File: src/design/ssc_pkg.sv
package ssc_pkg;

    localparam int AngW = 24;
    localparam int CordicStagesDef = 16;
    localparam int MaxStages = 32;

    localparam logic signed [AngW-1:0] PiQ      = 24'sd205887;
    localparam logic signed [AngW-1:0] HalfPiQ  = 24'sd102944;
    localparam logic signed [AngW-1:0] TwoPiQ   = 24'sd411775;
    localparam logic signed [AngW-1:0] CordicKQ = 24'sd39797;

    localparam logic signed [19:0] CosZenithQ = -20'sd953;
    localparam logic signed [17:0] DeclAmpQ   = 18'sd26804;
    localparam logic signed [21:0] EqSinQ     = 22'sd646840;
    localparam logic signed [21:0] EqCosQ     = 22'sd493486;
    localparam logic signed [21:0] RadPerCdegQ32 = 22'sd749613;
    localparam logic signed [28:0] RadPerDayQ32  = 29'sd73934453;
    localparam logic signed [28:0] MinPerCdegQ32 = 29'sd171798692;
    localparam logic signed [25:0] MinPerRadQ16  = 26'sd15019745;

    localparam logic [14:0] LatReset = 15'd3990;
    localparam logic [15:0] LonReset = 16'd3280;
    localparam logic [10:0] UtcReset = 11'd180;

    localparam logic [1:0] RegLat = 2'd0;
    localparam logic [1:0] RegLon = 2'd1;
    localparam logic [1:0] RegUtc = 2'd2;

    localparam logic signed [12:0] OutMin = -13'sd2048;
    localparam logic signed [12:0] OutMax = 13'sd4095;

    // sincos front fold result
    typedef struct packed {
        logic signed [AngW-1:0] r;
        logic                   neg;
    } t_fold;

    function automatic logic signed [AngW-1:0] atan_tab(input int k);
        logic signed [AngW-1:0] t;
        begin
            case (k)
                0: t = 24'sd51472;
                1: t = 24'sd30386;
                2: t = 24'sd16055;
                3: t = 24'sd8150;
                4: t = 24'sd4091;
                5: t = 24'sd2047;
                6: t = 24'sd1024;
                7: t = 24'sd512;
                8: t = 24'sd256;
                9: t = 24'sd128;
                10: t = 24'sd64;
                11: t = 24'sd32;
                12: t = 24'sd16;
                13: t = 24'sd8;
                14: t = 24'sd4;
                15: t = 24'sd2;
                16: t = 24'sd1;
                default: t = '0;
            endcase
            return t;
        end
    endfunction

    // c99 remainder by 2*pi then fold into [-pi/2, pi/2]; |ang| < 8*pi here
    function automatic t_fold fold_angle(input logic signed [AngW-1:0] ang);
        logic signed [AngW-1:0] r;
        t_fold f;
        begin
            r = ang;
            for (int i = 0; i < 3; i++) begin
                if (r >= TwoPiQ) r = r - TwoPiQ;
                else if (r <= -TwoPiQ) r = r + TwoPiQ;
            end
            if (r > PiQ) r = r - TwoPiQ;
            if (r < -PiQ) r = r + TwoPiQ;
            f.neg = 1'b0;
            if (r > HalfPiQ) begin
                r = r - PiQ;
                f.neg = 1'b1;
            end else if (r < -HalfPiQ) begin
                r = r + PiQ;
                f.neg = 1'b1;
            end
            f.r = r;
            return f;
        end
    endfunction

endpackage

File: src/design/ssc_sincos.sv
// rotation-mode cordic, one register stage per iteration
module ssc_sincos #(
    parameter int CORDIC_STAGES = ssc_pkg::CordicStagesDef
) (
    input  logic                           i_clk,
    input  logic                           i_en,
    input  logic signed [ssc_pkg::AngW-1:0] i_ang,
    output logic signed [ssc_pkg::AngW-1:0] o_sin,
    output logic signed [ssc_pkg::AngW-1:0] o_cos
);
    localparam int W = ssc_pkg::AngW;

    logic signed [W-1:0] r_x [CORDIC_STAGES+1];
    logic signed [W-1:0] r_y [CORDIC_STAGES+1];
    logic signed [W-1:0] r_z [CORDIC_STAGES+1];
    logic                r_neg [CORDIC_STAGES+1];
    ssc_pkg::t_fold      f;

    assign f = ssc_pkg::fold_angle(i_ang);

    always_ff @(posedge i_clk) begin
        if (i_en) begin
            r_x[0]   <= ssc_pkg::CordicKQ;
            r_y[0]   <= '0;
            r_z[0]   <= f.r;
            r_neg[0] <= f.neg;
            for (int i = 0; i < CORDIC_STAGES; i++) begin
                r_neg[i+1] <= r_neg[i];
                if (r_z[i] >= 0) begin
                    r_x[i+1] <= r_x[i] - (r_y[i] >>> (i % 32));
                    r_y[i+1] <= r_y[i] + (r_x[i] >>> (i % 32));
                    r_z[i+1] <= r_z[i] - ssc_pkg::atan_tab(i % 32);
                end else begin
                    r_x[i+1] <= r_x[i] + (r_y[i] >>> (i % 32));
                    r_y[i+1] <= r_y[i] - (r_x[i] >>> (i % 32));
                    r_z[i+1] <= r_z[i] + ssc_pkg::atan_tab(i % 32);
                end
            end
        end
    end

    assign o_sin = r_neg[CORDIC_STAGES] ? -r_y[CORDIC_STAGES] : r_y[CORDIC_STAGES];
    assign o_cos = r_neg[CORDIC_STAGES] ? -r_x[CORDIC_STAGES] : r_x[CORDIC_STAGES];
endmodule

File: config.mk
export PLATFORM = sky130hd
export DESIGN_NAME = ssc_sincos
export DESIGN_NICKNAME = d
export VERILOG_FILES = /design/src/design/ssc_pkg.sv /design/src/design/ssc_sincos.sv
export SDC_FILE = /design/constraint.sdc
export NUM_CORES = 2
export LEC_CHECK = 0
export ABC_CLOCK_PERIOD_IN_PS = 17600
export BUFFER_PORTS_ARGS = -buffer_cell sky130_fd_sc_hd__buf_2
export CORE_ASPECT_RATIO = 0.7
export CORE_MARGIN = 8
export CORE_UTILIZATION = 45
export CTS_BUF_LIST = sky130_fd_sc_hd__clkbuf_4
export CTS_CLUSTER_SIZE = 16
export DETAILED_ROUTE_END_ITERATION = 6
export PLACE_DENSITY_LB_ADDON = 0.15
export REMOVE_ABC_BUFFERS = 1
export SLEW_MARGIN = 15
export SYNTH_ARGS = -nofsm -noshare
export SYNTH_HDL_FRONTEND = slang
export SYNTH_SLANG_ARGS = --single-unit
File: constraint.sdc
create_clock -name i_clk -period 17.6 [get_ports i_clk]
set_clock_uncertainty 0.1 [all_clocks]
set_input_delay 1.76 -clock i_clk [delete_from_list [all_inputs] [get_ports i_clk]]
set_output_delay 1.76 -clock i_clk [all_outputs]
set_load 0.02 [all_outputs]
==> results_dict.tcl <==
set metrics [dict create \
    status "complete, no violations" \
    fin_nets 10100 \
    yosysTopAreaCell "edfxtp_1" \
    syn_area_per_cell_um2 9.88 \
    ys.flop_type "edfxtp_1" \
    synthDominantCellAreaShare 0.375 \
    critical_path_class "in -> reg" \
    crit_fanout 14 \
    cts_buffer_depth 4 \
    die_h_um 382 \
    grt_usage 0.210 \
    ys_ff_latch 1074 \
    critical_path.startpoint_type "primary input" \
    avgRoutedWirePerCell_um 18.8 \
    fmax_ghz 0.0692 \
    dieArea_um2 205000 \
    crit_arrival_ns 15.16 \
    fin_crit_sh 0.821 \
    fillerInstances 17600 \
    cts_inserted_buffers 295 \
    yosysWarnings 0 \
    cts.clk_slew.worst_paths_ns 0.08 \
    maxSlewViolCount 0 \
    cap_violations 0 \
    viasPerCell 5.44 \
    synthTopCellsByArea "edfxtp_1, ha_1, xnor2_1, a21oi_1, xor2_1" \
    slowest_stage "nor4_1" \
    seq_area_frac_synth 0.375 \
    synth_cell_types 119 \
    grt_pass1_wl_um 348000 \
    first_pass_iters 6 \
    clk_latency_ns 1.15 \
    hold_class "reg -> reg" \
    drc 0 \
    setup_tns_ns 0 \
    critPathCaptureType "register" \
    tightest_slew_ns 1.12 \
    setup_ws_ns 3.15 \
    design.core.area_um2 190000 \
    start_util 0.452 \
    dr.first_iter.drc_count 3849 \
    clock_sinks 1074 \
    drive_above_1_share 0.0883 \
    cts_tree "yes" \
    pre_cts_ws_ns 2.26 \
    hold_violations 0 \
    synthArstFlopShare 0 \
    ios 74 \
    first_global_vias 63300 \
    overflow 0 \
    h-tree-depth 5 \
    place_hpwl_um 175000 \
    core.rowCount 134 \
    rsz0062_at_grt "false" \
    grt_max_degree 184 \
    synth_edf_count 1074 \
    finalCriticalPeriod_ns 14.45 \
    relSlewSlack 0.244 \
    worst_path_largest_cell_delay_ns 0.73 \
    cts_setup_buffers 0 \
    synthToLayoutAreaGrowth_pct 8.83 \
    antenna_found_initial 5 \
    synth_area_um2 85900 \
    cts-root-buf "clkbuf_4" \
    cp.required_ns 18.31 \
    die_w_um 538 \
    cts_resized 0 \
    drtAntennaViolNets 0 \
    r2r_slack_ns 10.34 \
    gp_congestion 0.857 \
    syn_inst 8696 \
    port-buffer-count 73 \
    finalSetupViolCount 0 \
    wl_um 221000 \
    via_count 63900 \
    cts_hold_buf 0 \
]
-- routing by layer --
metal  share of wire  track usage
met1            0.52        0.315
met2            0.42        0.320
met3           0.046       0.0309
met4           0.016       0.0436
met5               0            0
-- sequential cells by signal, summed over array words and instances (netlist names) --
register and count:
r_z 343, r_x 355, r_y 359, r_neg 17
-- cell usage after synthesis, drive strengths merged (23+ instances only) --
master / instances
nor4: 63
or3: 71
and2: 79
nor3: 145
a31oi: 44
buf: 46
o41ai: 25
nand2b: 71
a21oi: 985
a211oi: 41
inv: 877
o211ai: 43
o31ai: 85
nand3: 62
o21ai: 448
o21a: 25
o22ai: 23
xor2: 405
mux2: 32
xnor2: 977
nor2: 440
nor2b: 28
ha: 970
fa: 45
o21bai: 454
a21o: 140
mux2i: 67
or4: 38
nand4: 28
or2: 38
edfxtp: 1074
nand2: 384
clkbuf: 153
-- metrics by stage --
stage	utilization	instances	cell area (um^2)	hold slack, ns
2_1_floorplan	-	8499	85100	0.300
6_report	0.492	11700	93500	0.236
3_3_place_gp	0.472	11200	89800	0.301
5_1_grt	0.492	11700	93500	0.240
4_1_cts	0.492	11700	93500	0.227
3_5_place_dp	0.472	11200	89800	0.305
-- worst max-delay path, delay by kind of cell --
family | cells | cell delay [ns]
AOI/OAI and AO/OA | 16 | 5.78
and+or+nand+nor | 18 | 5.14
buffers and inverters | 7 | 1.17
adders and majority gates | 3 | 0.60
muxes | 2 | 0.51
xor gates and xnor gates | 1 | 0.14
-- area by class of cell --
cell class,instances,area [um^2],share of cell area
Inverter,879,3300,0.0353
Clock inverter,84,541,0.00578
Antenna cell,5,12.5,0.000134
Sequential cell,1074,32300,0.345
Tap cell,2516,3150,0.0337
Multi-Input combinational cell,6546,49600,0.530
Clock buffer,415,3120,0.0333
Timing Repair Buffer,224,1520,0.0163
-- final timing paths --
kind,startpoint,to,depth (start not counted)
setup reg to reg,r_z[5][23]$_DFFE_PP_,r_z[6][23]$_DFFE_PP_,29
hold / removal,r_z[7][7]$_DFFE_PP_,r_z[8][7]$_DFFE_PP_,0
setup / recovery,i_ang[9],r_z[0][2]$_DFFE_PP_,47
hold reg to reg,r_z[7][7]$_DFFE_PP_,r_z[8][7]$_DFFE_PP_,0
-- layout by cell type (no fill, tap or decap), types with 72 or more instances in the layout --
cell | Yosys | layout
clkbuf_4 | 0 | 415
o21bai_1 | 454 | 454
buf_2 | 17 | 72
o31ai_1 | 80 | 80
o21ai_0 | 433 | 433
nor2_1 | 437 | 437
and2_1 | 77 | 77
edfxtp_1 | 1074 | 1074
buf_4 | 2 | 150
ha_1 | 970 | 970
nand2_1 | 382 | 381
a21o_1 | 140 | 140
xor2_1 | 404 | 404
a21oi_1 | 983 | 983
inv_1 | 876 | 873
nor3_1 | 142 | 142
xnor2_1 | 977 | 977
-- logic make-up after synthesis --
logic type,share of synthesized area
compound gates,0.184
xor+xnor,0.141
fa+ha+maj,0.152
buf+inv,0.0480
flops,0.375
mux,0.0120
other cells,0.0000874
simple gates,0.0872
Power is left out: the tool's default activity adds up to more than one toggle a clock period on the data nets, which glitch-free logic cannot reach.
